==> config.mk <==
export PLATFORM = sky130hd
export DESIGN_NAME = sync_header_length_deframer_core
export DESIGN_NICKNAME = d
export VERILOG_FILES = /design/src/hw/rtl/shdf_pkg.sv /design/src/hw/rtl/shdf_queue.sv /design/src/hw/rtl/shdf_front.sv /design/src/hw/rtl/sync_header_length_deframer_core.sv
export SDC_FILE = /design/constraint.sdc
export NUM_CORES = 1
export LEC_CHECK = 0
export BUFFER_PORTS_ARGS = -buffer_cell sky130_fd_sc_hd__buf_2
export CORE_MARGIN = 4
export CORE_UTILIZATION = 35
export CTS_BUF_LIST = sky130_fd_sc_hd__clkbuf_16
export CTS_CLUSTER_SIZE = 16
export DETAILED_ROUTE_END_ITERATION = 8
export GPL_TIMING_DRIVEN = 0
export HOLD_SLACK_MARGIN = 0.1
export PLACE_DENSITY = 0.52
export SLEW_MARGIN = 10
export SYNTH_ARGS = -nofsm -noshare
export SYNTH_HDL_FRONTEND = slang
export SYNTH_SLANG_ARGS = --single-unit
==> constraint.sdc <==
create_clock -name clock -period 10.4 [get_ports clock]
set_input_delay 1.04 -clock clock [delete_from_list [all_inputs] [get_ports clock]]
set_output_delay 1.04 -clock clock [all_outputs]
set_load 0.005 [all_outputs]
==> src/hw/rtl/shdf_pkg.sv <==
// ----------------------------------------------------------------------------
// shdf_pkg
// Shared types, constants and the sync matcher step for the deframer.
// ----------------------------------------------------------------------------
package shdf_pkg;

   // Sync word AA 55 AA 55, first byte at index 0
   localparam int unsigned SYNC_LEN = 4;
   localparam logic [3:0][7:0] SYNC_WORD = {8'h55, 8'hAA, 8'h55, 8'hAA};
   // Fallback table for a partial match (entry k: length kept after k+1 bytes)
   localparam logic [3:0][1:0] SYNC_FAIL = {2'd2, 2'd1, 2'd0, 2'd0};

   // Header store geometry and fixed header field positions
   localparam int unsigned STORE_DEPTH = 16;
   localparam int unsigned IDX_W       = 4;
   localparam int unsigned TYPE_FIRST  = 4;
   localparam int unsigned TYPE_CHARS  = 5;
   localparam int unsigned LEN_FIRST   = 12;

   localparam int unsigned LEN_W = 24;
   localparam logic [LEN_W-1:0] MAX_PAYLOAD_RESET = 24'd550000;

   // Result queue between classifier and output side
   localparam int unsigned QUEUE_DEPTH = 4;

   // Configuration register indexes
   localparam logic REG_MAX_PAYLOAD = 1'b0;

   typedef enum logic [1:0] {
      PH_HUNT    = 2'd0,
      PH_HEADER  = 2'd1,
      PH_PAYLOAD = 2'd2
   } phase_type;

   typedef enum logic [1:0] {
      KIND_PAYLOAD = 2'd0,
      KIND_EMPTY   = 2'd1,
      KIND_REJECT  = 2'd2
   } kind_type;

   typedef struct packed {
      logic        last;
      logic [39:0] frame_type;
      logic [7:0]  payload_byte;
      kind_type    kind;
   } result_type;

   // One byte through the sync matcher; returns the new matched count (0..4)
   function automatic logic [2:0] sync_advance(input logic [2:0] s_in, input logic [7:0] b);
      logic [2:0] s;
      s = s_in;
      if (s >= 3'(SYNC_LEN)) begin
         s = {1'b0, SYNC_FAIL[SYNC_LEN-1]};
      end
      for (int i = 0; i < 3; i++) begin
         if (s != 3'd0 && b != SYNC_WORD[s[1:0]]) begin
            s = {1'b0, SYNC_FAIL[s[1:0] - 2'd1]};
         end
      end
      if (b == SYNC_WORD[s[1:0]]) begin
         s = s + 3'd1;
      end
      return s;
   endfunction

endpackage

==> src/hw/rtl/shdf_queue.sv <==
// ----------------------------------------------------------------------------
// shdf_queue
// Short result queue; its head drives the result channel directly.
// ----------------------------------------------------------------------------
module shdf_queue #(
   parameter int unsigned WIDTH = 51,
   parameter int unsigned DEPTH = 4
) (
   input  logic             clock,
   input  logic             reset,
   input  logic             push,
   input  logic [WIDTH-1:0] push_data,
   output logic             full,
   output logic             out_valid,
   input  logic             out_ready,
   output logic [WIDTH-1:0] out_data
);

   localparam int unsigned PTR_W = (DEPTH > 1) ? $clog2(DEPTH) : 1;
   localparam int unsigned CNT_W = $clog2(DEPTH + 1);

   logic [WIDTH-1:0] entry_ff [DEPTH];
   logic [PTR_W-1:0] wr_ptr_ff, wr_ptr_in;
   logic [PTR_W-1:0] rd_ptr_ff, rd_ptr_in;
   logic [CNT_W-1:0] count_ff, count_in;
   logic             pop;

   assign full      = (count_ff == CNT_W'(DEPTH));
   assign out_valid = (count_ff != '0);
   assign out_data  = entry_ff[rd_ptr_ff];
   assign pop       = out_valid && out_ready;

   // pointer and fill count update
   always_comb begin
      wr_ptr_in = wr_ptr_ff;
      rd_ptr_in = rd_ptr_ff;
      count_in  = count_ff;
      if (push) begin
         wr_ptr_in = (wr_ptr_ff == PTR_W'(DEPTH - 1)) ? '0 : wr_ptr_ff + 1'b1;
      end
      if (pop) begin
         rd_ptr_in = (rd_ptr_ff == PTR_W'(DEPTH - 1)) ? '0 : rd_ptr_ff + 1'b1;
      end
      if (push && !pop) begin
         count_in = count_ff + 1'b1;
      end else if (pop && !push) begin
         count_in = count_ff - 1'b1;
      end
   end

   always_ff @(posedge clock) begin
      if (reset) begin
         wr_ptr_ff <= '0;
         rd_ptr_ff <= '0;
         count_ff  <= '0;
      end else begin
         wr_ptr_ff <= wr_ptr_in;
         rd_ptr_ff <= rd_ptr_in;
         count_ff  <= count_in;
      end
   end

   // entry storage, no reset needed
   always_ff @(posedge clock) begin
      if (push) begin
         entry_ff[wr_ptr_ff] <= push_data;
      end
   end

endmodule

==> src/hw/rtl/shdf_front.sv <==
// ----------------------------------------------------------------------------
// shdf_front
// Byte classifier: sync hunt, header collection and checks, payload tagging,
// and the replay of buffered header bytes after a rejected header.
// ----------------------------------------------------------------------------
module shdf_front #(
   parameter int unsigned HEADER_BYTES = 16
) (
   input  logic                           clock,
   input  logic                           reset,
   input  logic                           in_valid,
   output logic                           in_ready,
   input  logic [7:0]                     in_byte,
   input  logic [shdf_pkg::LEN_W-1:0]     max_payload,
   input  logic                           queue_full,
   output logic                           push,
   output shdf_pkg::result_type           push_data
);

   localparam int unsigned LEN_W = shdf_pkg::LEN_W;
   localparam int unsigned IDX_W = shdf_pkg::IDX_W;
   localparam int unsigned DEPTH = shdf_pkg::STORE_DEPTH;
   localparam logic [LEN_W-1:0] HDR_LEN  = LEN_W'(HEADER_BYTES);
   localparam logic [LEN_W-1:0] HDR_LAST = LEN_W'(HEADER_BYTES - 1);
   localparam logic [IDX_W-1:0] REPLAY_LAST = IDX_W'(HEADER_BYTES - 1);

   shdf_pkg::phase_type phase_ff, phase_in;
   logic [2:0]          sync_ff, sync_in;
   logic [LEN_W-1:0]    count_ff, count_in;
   logic [LEN_W-1:0]    plen_ff, plen_in;
   logic [39:0]         ftype_ff, ftype_in;
   logic                replay_ff, replay_in;
   logic [IDX_W-1:0]    ridx_ff, ridx_in;
   logic [7:0]          store_ff [DEPTH];
   logic [7:0]          store_in [DEPTH];

   logic                step_en;
   logic [7:0]          step_byte;
   logic [IDX_W-1:0]    wr_idx;
   logic [7:0]          hdr_view [DEPTH];
   logic [39:0]         hdr_type;
   logic [LEN_W-1:0]    total;
   logic [LEN_W-1:0]    payload_len;
   logic                hdr_ok;
   logic [2:0]          sync_next;
   logic                pay_last;

   // input is held off while the header bytes are replayed
   assign in_ready  = !replay_ff && !queue_full;
   assign step_en   = replay_ff || (in_valid && in_ready);
   assign step_byte = replay_ff ? store_ff[ridx_ff] : in_byte;
   assign wr_idx    = count_ff[IDX_W-1:0];

   // header as it stands once the current byte is written
   always_comb begin
      for (int k = 0; k < DEPTH; k++) begin
         hdr_view[k] = (wr_idx == IDX_W'(k)) ? step_byte : store_ff[k];
      end
      for (int c = 0; c < shdf_pkg::TYPE_CHARS; c++) begin
         hdr_type[8*c +: 8] = hdr_view[shdf_pkg::TYPE_FIRST + c];
      end
      total = {hdr_view[shdf_pkg::LEN_FIRST + 2], hdr_view[shdf_pkg::LEN_FIRST + 1],
               hdr_view[shdf_pkg::LEN_FIRST]};
   end

   assign payload_len = total - HDR_LEN;
   assign hdr_ok      = (total >= HDR_LEN) && (payload_len <= max_payload);
   assign sync_next   = shdf_pkg::sync_advance(sync_ff, step_byte);
   assign pay_last    = ((count_ff + 1'b1) >= plen_ff);

   // step of the framing state machine
   always_comb begin
      phase_in  = phase_ff;
      sync_in   = sync_ff;
      count_in  = count_ff;
      plen_in   = plen_ff;
      ftype_in  = ftype_ff;
      replay_in = replay_ff;
      ridx_in   = ridx_ff;
      store_in  = store_ff;
      push      = 1'b0;
      push_data = '0;

      if (replay_ff) begin
         if (ridx_ff == REPLAY_LAST) begin
            replay_in = 1'b0;
         end else begin
            ridx_in = ridx_ff + 1'b1;
         end
      end

      if (step_en) begin
         case (phase_ff)
            shdf_pkg::PH_HEADER: begin
               store_in[wr_idx] = step_byte;
               count_in         = count_ff + 1'b1;
               if (count_ff == HDR_LAST) begin
                  ftype_in             = hdr_type;
                  push                 = 1'b1;
                  push_data.frame_type = hdr_type;
                  count_in             = '0;
                  sync_in              = '0;
                  if (!hdr_ok) begin
                     // rescan bytes 1 onwards for another sync word
                     push_data.kind = shdf_pkg::KIND_REJECT;
                     phase_in       = shdf_pkg::PH_HUNT;
                     replay_in      = 1'b1;
                     ridx_in        = IDX_W'(1);
                  end else if (payload_len == '0) begin
                     push_data.kind = shdf_pkg::KIND_EMPTY;
                     push_data.last = 1'b1;
                     phase_in       = shdf_pkg::PH_HUNT;
                  end else begin
                     push     = 1'b0;
                     plen_in  = payload_len;
                     phase_in = shdf_pkg::PH_PAYLOAD;
                  end
               end
            end
            shdf_pkg::PH_PAYLOAD: begin
               push                   = 1'b1;
               push_data.kind         = shdf_pkg::KIND_PAYLOAD;
               push_data.payload_byte = step_byte;
               push_data.frame_type   = ftype_ff;
               push_data.last         = pay_last;
               if (pay_last) begin
                  phase_in = shdf_pkg::PH_HUNT;
                  count_in = '0;
                  sync_in  = '0;
               end else begin
                  count_in = count_ff + 1'b1;
               end
            end
            default: begin
               // hunting; the unused phase code behaves the same
               phase_in = shdf_pkg::PH_HUNT;
               sync_in  = sync_next;
               if (sync_next == 3'(shdf_pkg::SYNC_LEN)) begin
                  for (int k = 0; k < shdf_pkg::SYNC_LEN; k++) begin
                     store_in[k] = shdf_pkg::SYNC_WORD[k];
                  end
                  count_in = LEN_W'(shdf_pkg::SYNC_LEN);
                  sync_in  = '0;
                  phase_in = shdf_pkg::PH_HEADER;
               end
            end
         endcase
      end
   end

   always_ff @(posedge clock) begin
      if (reset) begin
         phase_ff  <= shdf_pkg::PH_HUNT;
         sync_ff   <= '0;
         count_ff  <= '0;
         plen_ff   <= '0;
         ftype_ff  <= '0;
         replay_ff <= 1'b0;
         ridx_ff   <= '0;
      end else begin
         phase_ff  <= phase_in;
         sync_ff   <= sync_in;
         count_ff  <= count_in;
         plen_ff   <= plen_in;
         ftype_ff  <= ftype_in;
         replay_ff <= replay_in;
         ridx_ff   <= ridx_in;
      end
   end

   // header store, undefined until written
   always_ff @(posedge clock) begin
      store_ff <= store_in;
   end

endmodule

==> src/hw/rtl/sync_header_length_deframer_core.sv <==
// ----------------------------------------------------------------------------
// sync_header_length_deframer_core
// Byte-serial deframer for a sync-word, length-prefixed packet stream.
//
//   port group | dir | transfer carries
//   req_*      | in  | one received byte
//   rsp_*      | out | payload byte / empty frame / header reject, with type
//   csr_*      | in  | max_payload_bytes register (byte address 0)
//
// One byte per cycle is taken while no replay runs and the queue has room;
// results reach rsp_* from the head of the result queue. A rejected header
// holds req_tready low while its stored bytes replay through the sync matcher.
// A four-entry result queue lets the output stall without blocking input
// until it fills. Reset is synchronous; max_payload_bytes returns to 550000.
// ----------------------------------------------------------------------------
module sync_header_length_deframer_core #(
   parameter int unsigned HEADER_BYTES = 16
) (
   input  logic        clock,
   input  logic        reset,
   // input byte stream
   input  logic        req_tvalid,
   output logic        req_tready,
   input  logic [7:0]  req_tdata,   // [7:0] in_byte
   // result stream
   output logic        rsp_tvalid,
   input  logic        rsp_tready,
   output logic [47:0] rsp_tdata,   // [7:0] payload_byte, [47:8] frame_type
   output logic [1:0]  rsp_tuser,   // [1:0] result_kind
   output logic        rsp_tlast,   // frame_last
   // register port
   input  logic        csr_psel,
   input  logic        csr_penable,
   input  logic        csr_pwrite,
   input  logic [2:0]  csr_paddr,
   input  logic [31:0] csr_pwdata,
   output logic [31:0] csr_prdata,
   output logic        csr_pready
);

   localparam int unsigned LEN_W = shdf_pkg::LEN_W;
   localparam int unsigned RES_W = $bits(shdf_pkg::result_type);

   logic [LEN_W-1:0]     max_payload_ff, max_payload_in;
   logic                 csr_wr;
   logic                 queue_full;
   logic                 push;
   shdf_pkg::result_type push_data;
   shdf_pkg::result_type head;
   logic [RES_W-1:0]     head_bits;

   // register port: always ready, write on the access cycle
   assign csr_pready = 1'b1;
   assign csr_wr     = csr_psel && csr_penable && csr_pwrite
                       && (csr_paddr[2] == shdf_pkg::REG_MAX_PAYLOAD);
   assign csr_prdata = (csr_paddr[2] == shdf_pkg::REG_MAX_PAYLOAD)
                       ? {8'b0, max_payload_ff} : 32'b0;

   always_comb begin
      max_payload_in = max_payload_ff;
      if (csr_wr) begin
         max_payload_in = csr_pwdata[LEN_W-1:0];
      end
   end

   always_ff @(posedge clock) begin
      if (reset) begin
         max_payload_ff <= shdf_pkg::MAX_PAYLOAD_RESET;
      end else begin
         max_payload_ff <= max_payload_in;
      end
   end

   // classifier
   shdf_front #(
      .HEADER_BYTES (HEADER_BYTES)
   ) u_front (
      .clock       (clock),
      .reset       (reset),
      .in_valid    (req_tvalid),
      .in_ready    (req_tready),
      .in_byte     (req_tdata),
      .max_payload (max_payload_ff),
      .queue_full  (queue_full),
      .push        (push),
      .push_data   (push_data)
   );

   // result queue feeding the output channel
   shdf_queue #(
      .WIDTH (RES_W),
      .DEPTH (shdf_pkg::QUEUE_DEPTH)
   ) u_queue (
      .clock     (clock),
      .reset     (reset),
      .push      (push),
      .push_data (push_data),
      .full      (queue_full),
      .out_valid (rsp_tvalid),
      .out_ready (rsp_tready),
      .out_data  (head_bits)
   );

   assign head      = shdf_pkg::result_type'(head_bits);
   assign rsp_tdata = {head.frame_type, head.payload_byte};
   assign rsp_tuser = head.kind;
   assign rsp_tlast = head.last;

endmodule
==> results of run 1 <==
## metrics by stage
step | util (%) | hold WS (ns)
2_1_floorplan | - | 0.4363
3_5_place_dp | 38.52 | 0.4469
3_3_place_gp | 38.23 | 0.4419
4_1_cts | 41.14 | 0.4573
6_report | 41.15 | 0.4552
5_1_grt | 41.15 | 0.4751
## worst reg2reg max path: cells and delay by family (launching register included)
family	cells	cell delay [ns]
AO/OA/AOI/OAI	9	2.08
AND/OR/NAND/NOR	5	1.89
buffers and inverters	5	1.63
XOR/XNOR	1	0.54
flip-flops	1	0.51
adder cells (fa/ha/maj)	1	0.37
multiplexers	1	0.36
## layout by cell type (no fill, tap or decap), drive strengths merged, types with 20 or more instances in the layout
| master | count |
|---|---|
| o31ai | 20 |
| dfxtp | 131 |
| and2 | 27 |
| xnor2 | 21 |
| mux2i | 49 |
| nand2 | 147 |
| nor4 | 28 |
| ha | 64 |
| and3 | 20 |
| buf | 153 |
| a21oi | 136 |
| edfxtp | 332 |
| nand3 | 31 |
| o21ai | 78 |
| nor2 | 190 |
| nand4 | 33 |
| a21o | 26 |
| o211ai | 20 |
| clkbuf | 164 |
| inv | 94 |
| mux4 | 60 |
| nor3 | 99 |
## power breakdown
group          switching, mW  total, mW  internal (mW)
Combinational         0.0567     0.0769         0.0202
Clock                  0.760       1.76          0.998
Sequential          0.000910       1.96           1.96
## state kept, by name, summed over array words and instances (netlist names), 2 cells and up, named ones only
register and cells:
u_queue.entry_ff 204, u_front.store_ff 128, u_front.ftype_ff 40, max_payload_ff 24
u_front.count_ff 24, u_front.plen_ff 24, u_front.ridx_ff 4, u_front.sync_ff 3
u_queue.count_ff 3, u_front.phase_ff 2, u_queue.rd_ptr_ff 2, u_queue.wr_ptr_ff 2
## cells by family after synthesis
logic type,Yosys count
flops,463
mux,111
buf+inv,220
xor+xnor,35
compound gates,382
fa+ha+maj,65
simple gates,641
other cells,2
## worst max path at each step
stage                                        from                                  end  slack (ns)  depth (start not counted)
finish              u_front.ridx_ff[0]$_SDFF_PP0_     u_queue.entry_ff[1][0]$_DFFE_PP_        2.77                         22
global route         u_front.replay_ff$_SDFF_PP0_     u_queue.entry_ff[2][0]$_DFFE_PP_        2.34                         20
CTS                  u_front.replay_ff$_SDFF_PP0_     u_queue.entry_ff[3][0]$_DFFE_PP_        2.86                         20
detailed placement   u_front.replay_ff$_SDFF_PP0_     u_queue.entry_ff[0][0]$_DFFE_PP_        2.85                         20
global placement    u_front.ridx_ff[0]$_SDFF_PP0_  u_front.store_ff[123]$_SDFFCE_PN1P_        0.93                         16
floorplan           u_front.ridx_ff[0]$_SDFF_PP0_  u_front.store_ff[100]$_SDFFCE_PN1P_        4.04                         13
## area by class of cell
class	count	share of cell area (%)
well taps	837	4.102
multi-input cells	1243	33.83
inverters	76	1.117
plain buffers	144	2.445
repair buffers	122	2.833
clock inverters	41	1.353
clock buffers	51	4.999
flip-flops and latches	463	49.32
## metal layers
layer / global-route usage [%] / vias up / wire (um)
met3: 4.204 / 111 / 5027
li1: - / 7519 / -
met1: 26.22 / 8005 / 28460
met4: 5.442 / 2 / 1703
met2: 30.46 / 533 / 30140
met5: 0 / - / 8
## synthesized netlist by cell type, types with 12 or more instances
| cell | instances | area, sq um |
|---|---|---|
| edfxtp_1 | 332 | 9970 |
| nor2_1 | 190 | 713.2 |
| nand2_1 | 147 | 551.8 |
| a21oi_1 | 136 | 680.7 |
| dfxtp_1 | 131 | 2623 |
| clkbuf_1 | 113 | 424.2 |
| nor3_1 | 99 | 495.5 |
| inv_1 | 74 | 277.8 |
| o21ai_0 | 68 | 340.3 |
| ha_1 | 64 | 800.8 |
| mux4_2 | 58 | 1306 |
| mux2i_1 | 49 | 490.5 |
| nand4_1 | 33 | 206.5 |
| nand3_1 | 30 | 150.1 |
| and2_1 | 27 | 168.9 |
| a21o_1 | 26 | 195.2 |
| nor4_1 | 26 | 162.7 |
| xnor2_1 | 21 | 183.9 |
| and3_1 | 20 | 125.1 |
| o211ai_1 | 20 | 150.1 |
| o31ai_1 | 20 | 150.1 |
| a32oi_1 | 17 | 148.9 |
| a31oi_1 | 16 | 100.1 |
| xor2_1 | 14 | 122.6 |
| nor2b_1 | 13 | 81.33 |
| a211oi_1 | 12 | 90.09 |
==> results.ini, run 1 <==
[synth]
synth_compound_area_share_pct = 11.03
synth-seq-cells = 463
synth_top_family_by_area = simple AND/OR/NAND/NOR gates
muxShareOfSynthArea_pct = 8.497
ys_warn_count = 0
synth_edf_count = 332
ys.flop_type = edfxtp_1
syn_area_sq_mm = 0.02207
synth_area_per_cell_sq_um = 11.50
yosysSeqAreaShare_pct = 57.05
synth_fa_ha_area_share_pct = 3.719
synthesis.instances = 1919
synth_xor_area_share_pct = 1.389
yosysUniqueCellTypes = 76
synthArstFlopShare_pct = 0
synth-simple-area-share_pct = 14.16

[worst_setup_path]
path_delay_family = compound AO/OA/AOI/OAI gates
path_cells = buf_6 > buf_6 > buf_4 > buf_4 > mux2i_1 > o221ai_1 > o21ai_1 > nand2_1 > nor4b_4 > nand4_1 > xnor2_1 > ha_1 > a21o_1 > a21o_1 > a21oi_1 > o21ai_0 > o21ai_0 > a31oi_1 > a31oi_1 > clkbuf_1 > nand4_1 > nor3b_1
r2r-start = u_front.ridx_ff[0]$_SDFF_PP0_
critPathSlowestCell = nor4b_4
crit_required_ns = 10.73
r2r_slack_ns = 2.77
worst-path-max-fanout = 10
worstSetupEndpointType = register
rr_endpoint = u_queue.entry_ff[1][0]$_DFFE_PP_
cp.arrival_ns = 7.96
critPathKind = register to register
worst-path-buf-inv = 5
critPathMaxStageDelay_ns = 0.58
startpoint_type = register
rr_worst_depth = 22

[placement]
port_buffers = 115
placed_area_sq_mm = 0.02391
dpl_worst_slack_ns = 2.847
routabilityCongestion = 0.8725
dp_cells = 2885
hpwl_um = 47410

[floorplanning]
die_h_um = 259.1
fp.coreArea_sq_mm = 0.06205
initial_core_util_pct = 35.57
die_w_um = 259.1
rows = 91
dieArea_sq_mm = 0.06715
io_pins = 136

[hold_path]
min_from = max_payload_ff[15]$_SDFFE_PP0P_
whs_endpoint = max_payload_ff[15]$_SDFFE_PP0P_
hp-class = register to register
holdPathStages = 2

[global_routing]
grt_remaining_overflow = 0
grt_max_degree = 49
antenna_found_initial = 2
grt_pass1_wl_um = 97880
grt_pass1_vias = 15660
track_usage_pct = 19.04

[cells_and_area]
areaGrowthSynthToFinish_pct = 15.67
antennaDiodeCount = 0
layoutNonFillerInstCount = 2977
nNetsFinal = 2214
fin_area_sq_mm = 0.02553
drive_gt1_share_pct = 14.25
fill_cells = 5930
seqCellArea_sq_mm = 0.01259
multiInputGateArea_sq_mm = 0.008638

[clock_tree]
root_buffer = clkbuf_16
tritoncts = yes
ctsHtreeMaxLevel = 2
path_clk_slew_ns = 0.06
cts.repair.resized = 0
cts_hold_buf = 0
cts_buffers = 49
cts_setup_buffers = 0
clkLatencyLatePin_ns = 0.61
cts_buffer_depth = 3
cts_num_sinks = 463

[drt]
drtIter0Drc = 1483
drcViolationCount = 0
route.detailed.wl_per_inst_um = 21.95
first_pass_iters = 5
vias_per_cell = 5.432
ant_nets = 0
vias = 16170
finalWirelength_um = 65340

[timing]
tns_ns = 0
setup_viol = 0
finalClockSkew_ns = 0.01576
rsz0062_at_grt = no
hold_viol = 0
period_minus_slack_ns = 7.627
max_slew_margin_pct = 27.30
tightest_slew_ns = 1.086
period_share_pct = 73.34
maxSlewViolCount = 0
fmax_ghz = 0.1311
finalWorstSetupSlack_ns = 2.773

[power_and_ir_drop]
power_mw = 3.796
p_per_area_mw_per_mm2 = 148.7
p_leak_nw = 7.793
vdd_ir_drop_max_v = 0.0001090

[job]
maxCapViolations = 0

[outcome]
outcome = finished clean

Note: power is estimated with default switching activity, not from simulation.
==> run 2: changes to the inputs <==
- PLACE_DENSITY: 0.52 -> 0.54
- clock period: 10.4 -> 6.9 ns (I/O delays scaled with it)
==> run 2 against run 1 <==
Effect of this change: total power grew 55%; die area unchanged; critical path depth rose by 6; count of clock-buffer cells in the layout down 1; via count increased by 0.59%; maximum frequency is 15% higher.
==> results.ini, run 2 (synthesis gave the netlist of run 1 again) <==
[hold_path]
min_from = csr_pwdata[4]
holdPathStages = 2  ; unchanged
whs_endpoint = max_payload_ff[4]$_SDFFE_PP1P_
hp-class = input pin to register

[global_routing]
track_usage_pct = 19.06  ; about the same
grt_pass1_wl_um = 98470  ; +0.60%
grt_remaining_overflow = 0  ; unchanged
grt_pass1_vias = 15700  ; +0.26%
antenna_found_initial = 2  ; unchanged
grt_max_degree = 50  ; +2.0%

[cells_and_area]
nNetsFinal = 2222  ; +0.36%
fill_cells = 5878  ; -0.88%
layoutNonFillerInstCount = 2985  ; +0.27%
drive_gt1_share_pct = 15.74  ; +1.5 points
areaGrowthSynthToFinish_pct = 16.87
multiInputGateArea_sq_mm = 0.008723  ; +0.99%
largest_reg_flops = 204  ; unchanged
seqCellArea_sq_mm = 0.01259  ; about the same
largest-register = u_queue.entry_ff
reg_top3 = u_queue.entry_ff (204), u_front.store_ff (128), u_front.ftype_ff (40)
antennaDiodeCount = 0  ; unchanged
final_common_cell = edfxtp_1
final_cell_mix = edfxtp_1, nor2_1, nand2_1, a21oi_1, dfxtp_1

[worst_setup_path]
r2r_slack_ns = 0.25  ; -2.53 ns
worstSetupEndpointType = register
rr_worst_depth = 28  ; +27%
startpoint_type = register
crit_required_ns = 7.43  ; -3.30 ns
cp.arrival_ns = 7.19  ; -0.77 ns
rr_endpoint = u_queue.count_ff[2]$_SDFFE_PP0P_
critPathKind = register to register
crit_path_start = u_front.ridx_ff[0]$_SDFF_PP0_
path_common_cell = buf_4
worst-path-max-fanout = 10  ; unchanged
r2r-start = u_front.ridx_ff[0]$_SDFF_PP0_
critPathSlowestCell = nor4b_4
critPathMaxStageDelay_ns = 0.47  ; -0.11 ns

[clock_tree]
cts_buffer_depth = 3  ; unchanged
ctsHtreeMaxLevel = 2  ; unchanged
path_clk_slew_ns = 0.06  ; about the same
cts_buffers = 50  ; +2.0%
cts_num_sinks = 463  ; unchanged
tritoncts = yes
root_buffer = clkbuf_16
clkLatencyLatePin_ns = 0.61  ; about the same

[timing]
tightest_slew_ns = 1.271  ; +0.1846 ns
period_share_pct = 96.44  ; +23 points
finalWorstSetupSlack_ns = 0.2455  ; -2.527 ns
rsz0062_at_grt = no
period_minus_slack_ns = 6.654  ; -0.9728 ns
hold_viol = 0  ; unchanged
max_slew_margin_pct = 13.07  ; -14 points
finalClockSkew_ns = 0.01835  ; +0.002590 ns
holdWs_ns = 0.2926  ; -0.1625 ns
fmax_ghz = 0.1503  ; +15%
maxSlewViolCount = 0  ; unchanged
setup_viol = 0  ; unchanged

[drt]
vias = 16270  ; +0.59%
ant_nets = 0  ; unchanged
finalWirelength_um = 65240  ; -0.15%
vias_per_cell = 5.449  ; +0.32%
first_pass_iters = 6  ; +1
route.detailed.wl_per_inst_um = 21.86  ; -0.42%
drtIter0Drc = 1404  ; -5.3%
drcViolationCount = 0  ; unchanged

[power_and_ir_drop]
p_switching_mw = 1.249  ; +53%
vdd_ir_drop_max_v = 0.0001540  ; +41%
p_comb_share_pct = 2.0  ; about the same
p_leak_nw = 7.906  ; +1.4%
swShare_pct = 21.26  ; -0.28 points
internal_power_mw = 4.624  ; +55%
p_per_area_mw_per_mm2 = 227.6  ; +53%
clkPwrFrac_pct = 47.7  ; +1.4 points
p_seq_share_pct = 50.3  ; -1.4 points

[placement]
dp_cells = 2884  ; -0.035%
port_buffers = 115  ; unchanged
hpwl_um = 47600  ; +0.40%
dpl_worst_slack_ns = -0.7745  ; -3.621 ns
routabilityCongestion = 0.9091  ; +4.2%

[job]
maxCapViolations = 0  ; unchanged

[floorplanning]
fp.coreArea_sq_mm = 0.06205  ; unchanged
dieArea_sq_mm = 0.06715  ; unchanged
rows = 91  ; unchanged
io_pins = 136  ; unchanged
die_w_um = 259.1  ; unchanged
die_h_um = 259.1  ; unchanged
initial_core_util_pct = 35.57  ; unchanged

[outcome]
outcome = finished clean

## run 2: repair_timing
item,4_1_cts,5_1_grt
hold buffers,0,0
endpoints found under the setup margin,234,214
setup buffers,6,2
pin swaps,3,4
resized for setup,14,17
## run 2: metrics by stage
step                TNS (ns)  util, %  instance area, sq um  power (mW)
CTS                        0    41.47                 25730       5.923
finish                     0    41.57                 25800       5.872
detailed placement    -64.76    38.52                 23900       3.128
global route               0    41.57                 25800       6.054
floorplan                  0        -                 22100       3.070
global placement     -469.91    38.23                 23720       3.126
## run 2: metal layers
| layer | GRT usage (%) | routed length, um |
|---|---|---|
| met1 | 27.08 | 29060 |
| met5 | 0 | 0 |
| met3 | 3.609 | 4532 |
| met4 | 4.693 | 1414 |
| met2 | 30.33 | 30230 |
## run 2: critical path: cells and delay by family (launching register included)
| kind | cells | cell delay (ns) |
|---|---|---|
| adder cells (fa/ha/maj) | 3 | 0.81 |
| multiplexers | 1 | 0.31 |
| AO/OA/AOI/OAI | 12 | 2.23 |
| flip-flops | 1 | 0.42 |
| AND/OR/NAND/NOR | 3 | 0.92 |
| XOR/XNOR | 2 | 0.64 |
| buffers and inverters | 7 | 1.23 |
## run 2: power groups by stage
| stage | Combinational, mW | Sequential [mW] | Clock (mW) |
|---|---|---|---|
| global route | 0.126 | 2.95 | 2.97 |
| global placement | 0.112 | 3.01 | 0 |
| finish | 0.117 | 2.95 | 2.80 |
| detailed placement | 0.113 | 3.01 | 0 |
| floorplan | 0.0562 | 3.01 | 0 |
| CTS | 0.115 | 2.95 | 2.85 |
## run 2: worst max-delay path by stage
stage          cells after the start  slack [ns]                             endpoint
6_report                          28        0.25     u_queue.count_ff[2]$_SDFFE_PP0P_
5_1_grt                           26        0.01     u_queue.count_ff[2]$_SDFFE_PP0P_
4_1_cts                           26        0.04     u_queue.count_ff[2]$_SDFFE_PP0P_
3_5_place_dp                      20       -0.77     u_queue.entry_ff[0][0]$_DFFE_PP_
3_3_place_gp                      16       -2.47  u_front.store_ff[115]$_SDFFCE_PN0P_
2_1_floorplan                     13        0.54  u_front.store_ff[100]$_SDFFCE_PN1P_
## run 2: cell type report
| cell class | count | area share, % |
|---|---|---|
| Buffer | 144 | 2.498 |
| Clock buffer | 50 | 4.850 |
| Clock inverter | 43 | 1.819 |
| Inverter | 76 | 1.130 |
| Multi-Input combinational cell | 1243 | 33.82 |
| Sequential cell | 463 | 48.82 |
| Tap cell | 837 | 4.060 |
| Timing Repair Buffer | 129 | 3.007 |
==> run 3: changes to the inputs <==
- CORE_ASPECT_RATIO: not set -> 0.6
==> run 3 against run 2 <==
Effect of this change: clock skew shrank 0.00087 ns; clock power fell by 7.9%; maximum frequency shrank 2.0%; first-iteration DRC count rose by 33%; sequential share of layout area increased by 0.31 points; utilization about the same; highest routed layer is now met5.
==> results.ini, run 3 (synthesis gave the netlist of run 1 again) <==
[clock_tree]
ctsHtreeMaxLevel = 2  ; unchanged
clkLatencyLatePin_ns = 0.58  ; -0.03 ns
root_buffer = clkbuf_16
path_clk_slew_ns = 0.06  ; about the same
tritoncts = yes
cts_buffer_depth = 3  ; unchanged
cts_buffers = 46  ; -8.0%
cts_num_sinks = 463  ; unchanged

[timing]
hold_viol = 0  ; unchanged
maxSlewViolCount = 0  ; unchanged
rsz0062_at_grt = yes
setup_viol = 0  ; unchanged
max_slew_margin_pct = 30.72  ; +18 points
period_minus_slack_ns = 6.793  ; +0.1389 ns
fmax_ghz = 0.1472  ; -2.0%
finalClockSkew_ns = 0.01749  ; -0.0008663 ns
tightest_slew_ns = 1.035  ; -0.2358 ns
period_share_pct = 98.45  ; +2.0 points

[drt]
drcViolationCount = 0  ; unchanged
wl_met1_um = 34750  ; +20%
route.detailed.wl_per_inst_um = 23.58  ; +7.9%
wl_met2_um = 26320  ; -13%
ant_nets = 0  ; unchanged
finalWirelength_um = 69980  ; +7.3%
first_pass_iters = 5  ; -1
met3WireLength_um = 7633  ; +68%
highest_layer = met5
vias = 16670  ; +2.5%
vias_per_cell = 5.615  ; +3.0%
drtIter0Drc = 1866  ; +33%

[floorplanning]
fp.coreArea_sq_mm = 0.06166  ; -0.64%
die_w_um = 332.2  ; +28%
die_h_um = 202.5  ; -22%
initial_core_util_pct = 35.80  ; +0.23 points
io_pins = 136  ; unchanged
dieArea_sq_mm = 0.06728  ; +0.20%
rows = 70  ; -23%

[global_routing]
antenna_found_initial = 3  ; +1
grt_max_degree = 45  ; -10%
grt_pass1_vias = 15810  ; +0.69%
grt_pass1_wl_um = 102400  ; +4.0%
grt_remaining_overflow = 0  ; unchanged
track_usage_pct = 20.14  ; +1.1 points

[worst_setup_path]
worstSetupEndpointType = register
critPathKind = register to register
worst-path-max-fanout = 13  ; +3
crit_required_ns = 7.40  ; -0.03 ns
startpoint_type = register
cp.arrival_ns = 7.30  ; +0.11 ns

[cells_and_area]
multiInputGateArea_sq_mm = 0.008767  ; +0.50%
fill_cells = 5879  ; +0.017%
nNetsFinal = 2217  ; -0.23%
largest_reg_flops = 204  ; unchanged
fin_area_sq_mm = 0.02563  ; -0.63%
reg_top3 = u_queue.entry_ff (204), u_front.store_ff (128), u_front.ftype_ff (40)
seqCellArea_sq_mm = 0.01259  ; unchanged
areaGrowthSynthToFinish_pct = 16.14
layoutNonFillerInstCount = 2968  ; -0.57%
final_cell_mix = edfxtp_1, nor2_1, nand2_1, a21oi_1, dfxtp_1
largest-register = u_queue.entry_ff
drive_gt1_share_pct = 15.71  ; -0.027 points
finalCoreUtilization_pct = 41.57  ; about the same
final_common_cell = edfxtp_1

[power_and_ir_drop]
vdd_ir_drop_max_v = 0.0001496  ; -2.9%
p_per_area_mw_per_mm2 = 220.7  ; -3.1%
p_leak_nw = 7.831  ; -0.94%
power_mw = 5.657  ; -3.7%

[placement]
dp_cells = 2878  ; -0.21%
routabilityCongestion = 0.9775  ; +7.5%
hpwl_um = 52080  ; +9.4%
port_buffers = 115  ; unchanged
placed_area_sq_mm = 0.02392  ; about the same

[hold_path]
hp-class = input pin to register

[job]
maxCapViolations = 0  ; unchanged

[outcome]
outcome = finished clean

-- run 3: timing repair --
action	in CTS	in global routing
endpoints found under the setup margin	197	200
hold buffers	0	0
buffers inserted	4	1
pin swaps	2	2
cloned	0	0
hold endpoints to repair	0	0
gates resized for setup	13	26
-- run 3: power breakdown --
part | internal (mW) | total (mW) | switching (mW) | leakage (nW)
Clock | 1.47 | 2.58 | 1.11 | 0.772
Combinational | 0.0320 | 0.123 | 0.0907 | 3.41
Sequential | 2.95 | 2.95 | 0.00147 | 3.65
-- run 3: worst max-delay path, cell delays in order (launching register included) --
cell and delay [ns]:
dfxtp_2 0.47, buf_8 0.24, buf_6 0.23, buf_6 0.24, buf_6 0.25, mux2i_2 0.30, o221ai_1 0.25, a211oi_2 0.25
or2_2 0.23, inv_2 0.21, o41ai_4 0.46, o21ai_1 0.13, or3_1 0.39, and2_1 0.22, ha_1 0.31, nand4_1 0.13
nor2_1 0.23, o21ai_0 0.16, a31oi_2 0.25, a31oi_2 0.13, a31oi_4 0.32, ha_1 0.23, inv_1 0.06, fa_1 0.37
xor2_1 0.17, or3_1 0.31, a21oi_1 0.14
-- run 3: final timing paths --
check / start / to / slack (ns) / cells after the start
worst max-delay path: u_front.ridx_ff[0]$_SDFF_PP0_ / u_queue.count_ff[2]$_SDFFE_PP0P_ / 0.11 / 26
worst min-delay path: csr_pwdata[6] / max_payload_ff[6]$_SDFFE_PP1P_ / 0.32 / 2
worst max register to register: u_front.ridx_ff[0]$_SDFF_PP0_ / u_queue.count_ff[2]$_SDFFE_PP0P_ / 0.11 / 26
worst min register to register: max_payload_ff[12]$_SDFFE_PP0P_ / max_payload_ff[12]$_SDFFE_PP0P_ / 0.46 / 2
-- run 3: per-layer routing --
metal  track usage (%)  up-vias
met2             25.75      759
li1                  -     7523
met4             4.182        2
met1             32.58     8294
met5                 0        -
met3             6.144       87
-- run 3: per-stage QoR --
stage / setup TNS [ns] / setup slack [ns] / hold slack, ns
floorplan: 0 / 0.5431 / 0.4363
global placement: -530.55 / -2.724 / 0.4426
detailed placement: -36.12 / -0.8991 / 0.4490
CTS: 0 / 0.001329 / 0.2907
global route: -6.734 / -0.1239 / 0.3145
finish: 0 / 0.1066 / 0.3156
-- run 3: area by class of cell --
class / count / area share, %
clock inverter: 38 / 1.342
buffer: 143 / 2.514
timing repair buffer: 129 / 3.041
clock buffer: 47 / 4.588
multi-input combinational: 1243 / 34.20
antenna: 1 / 0.009762
sequential: 463 / 49.13
tap: 828 / 4.041
inverter: 76 / 1.137
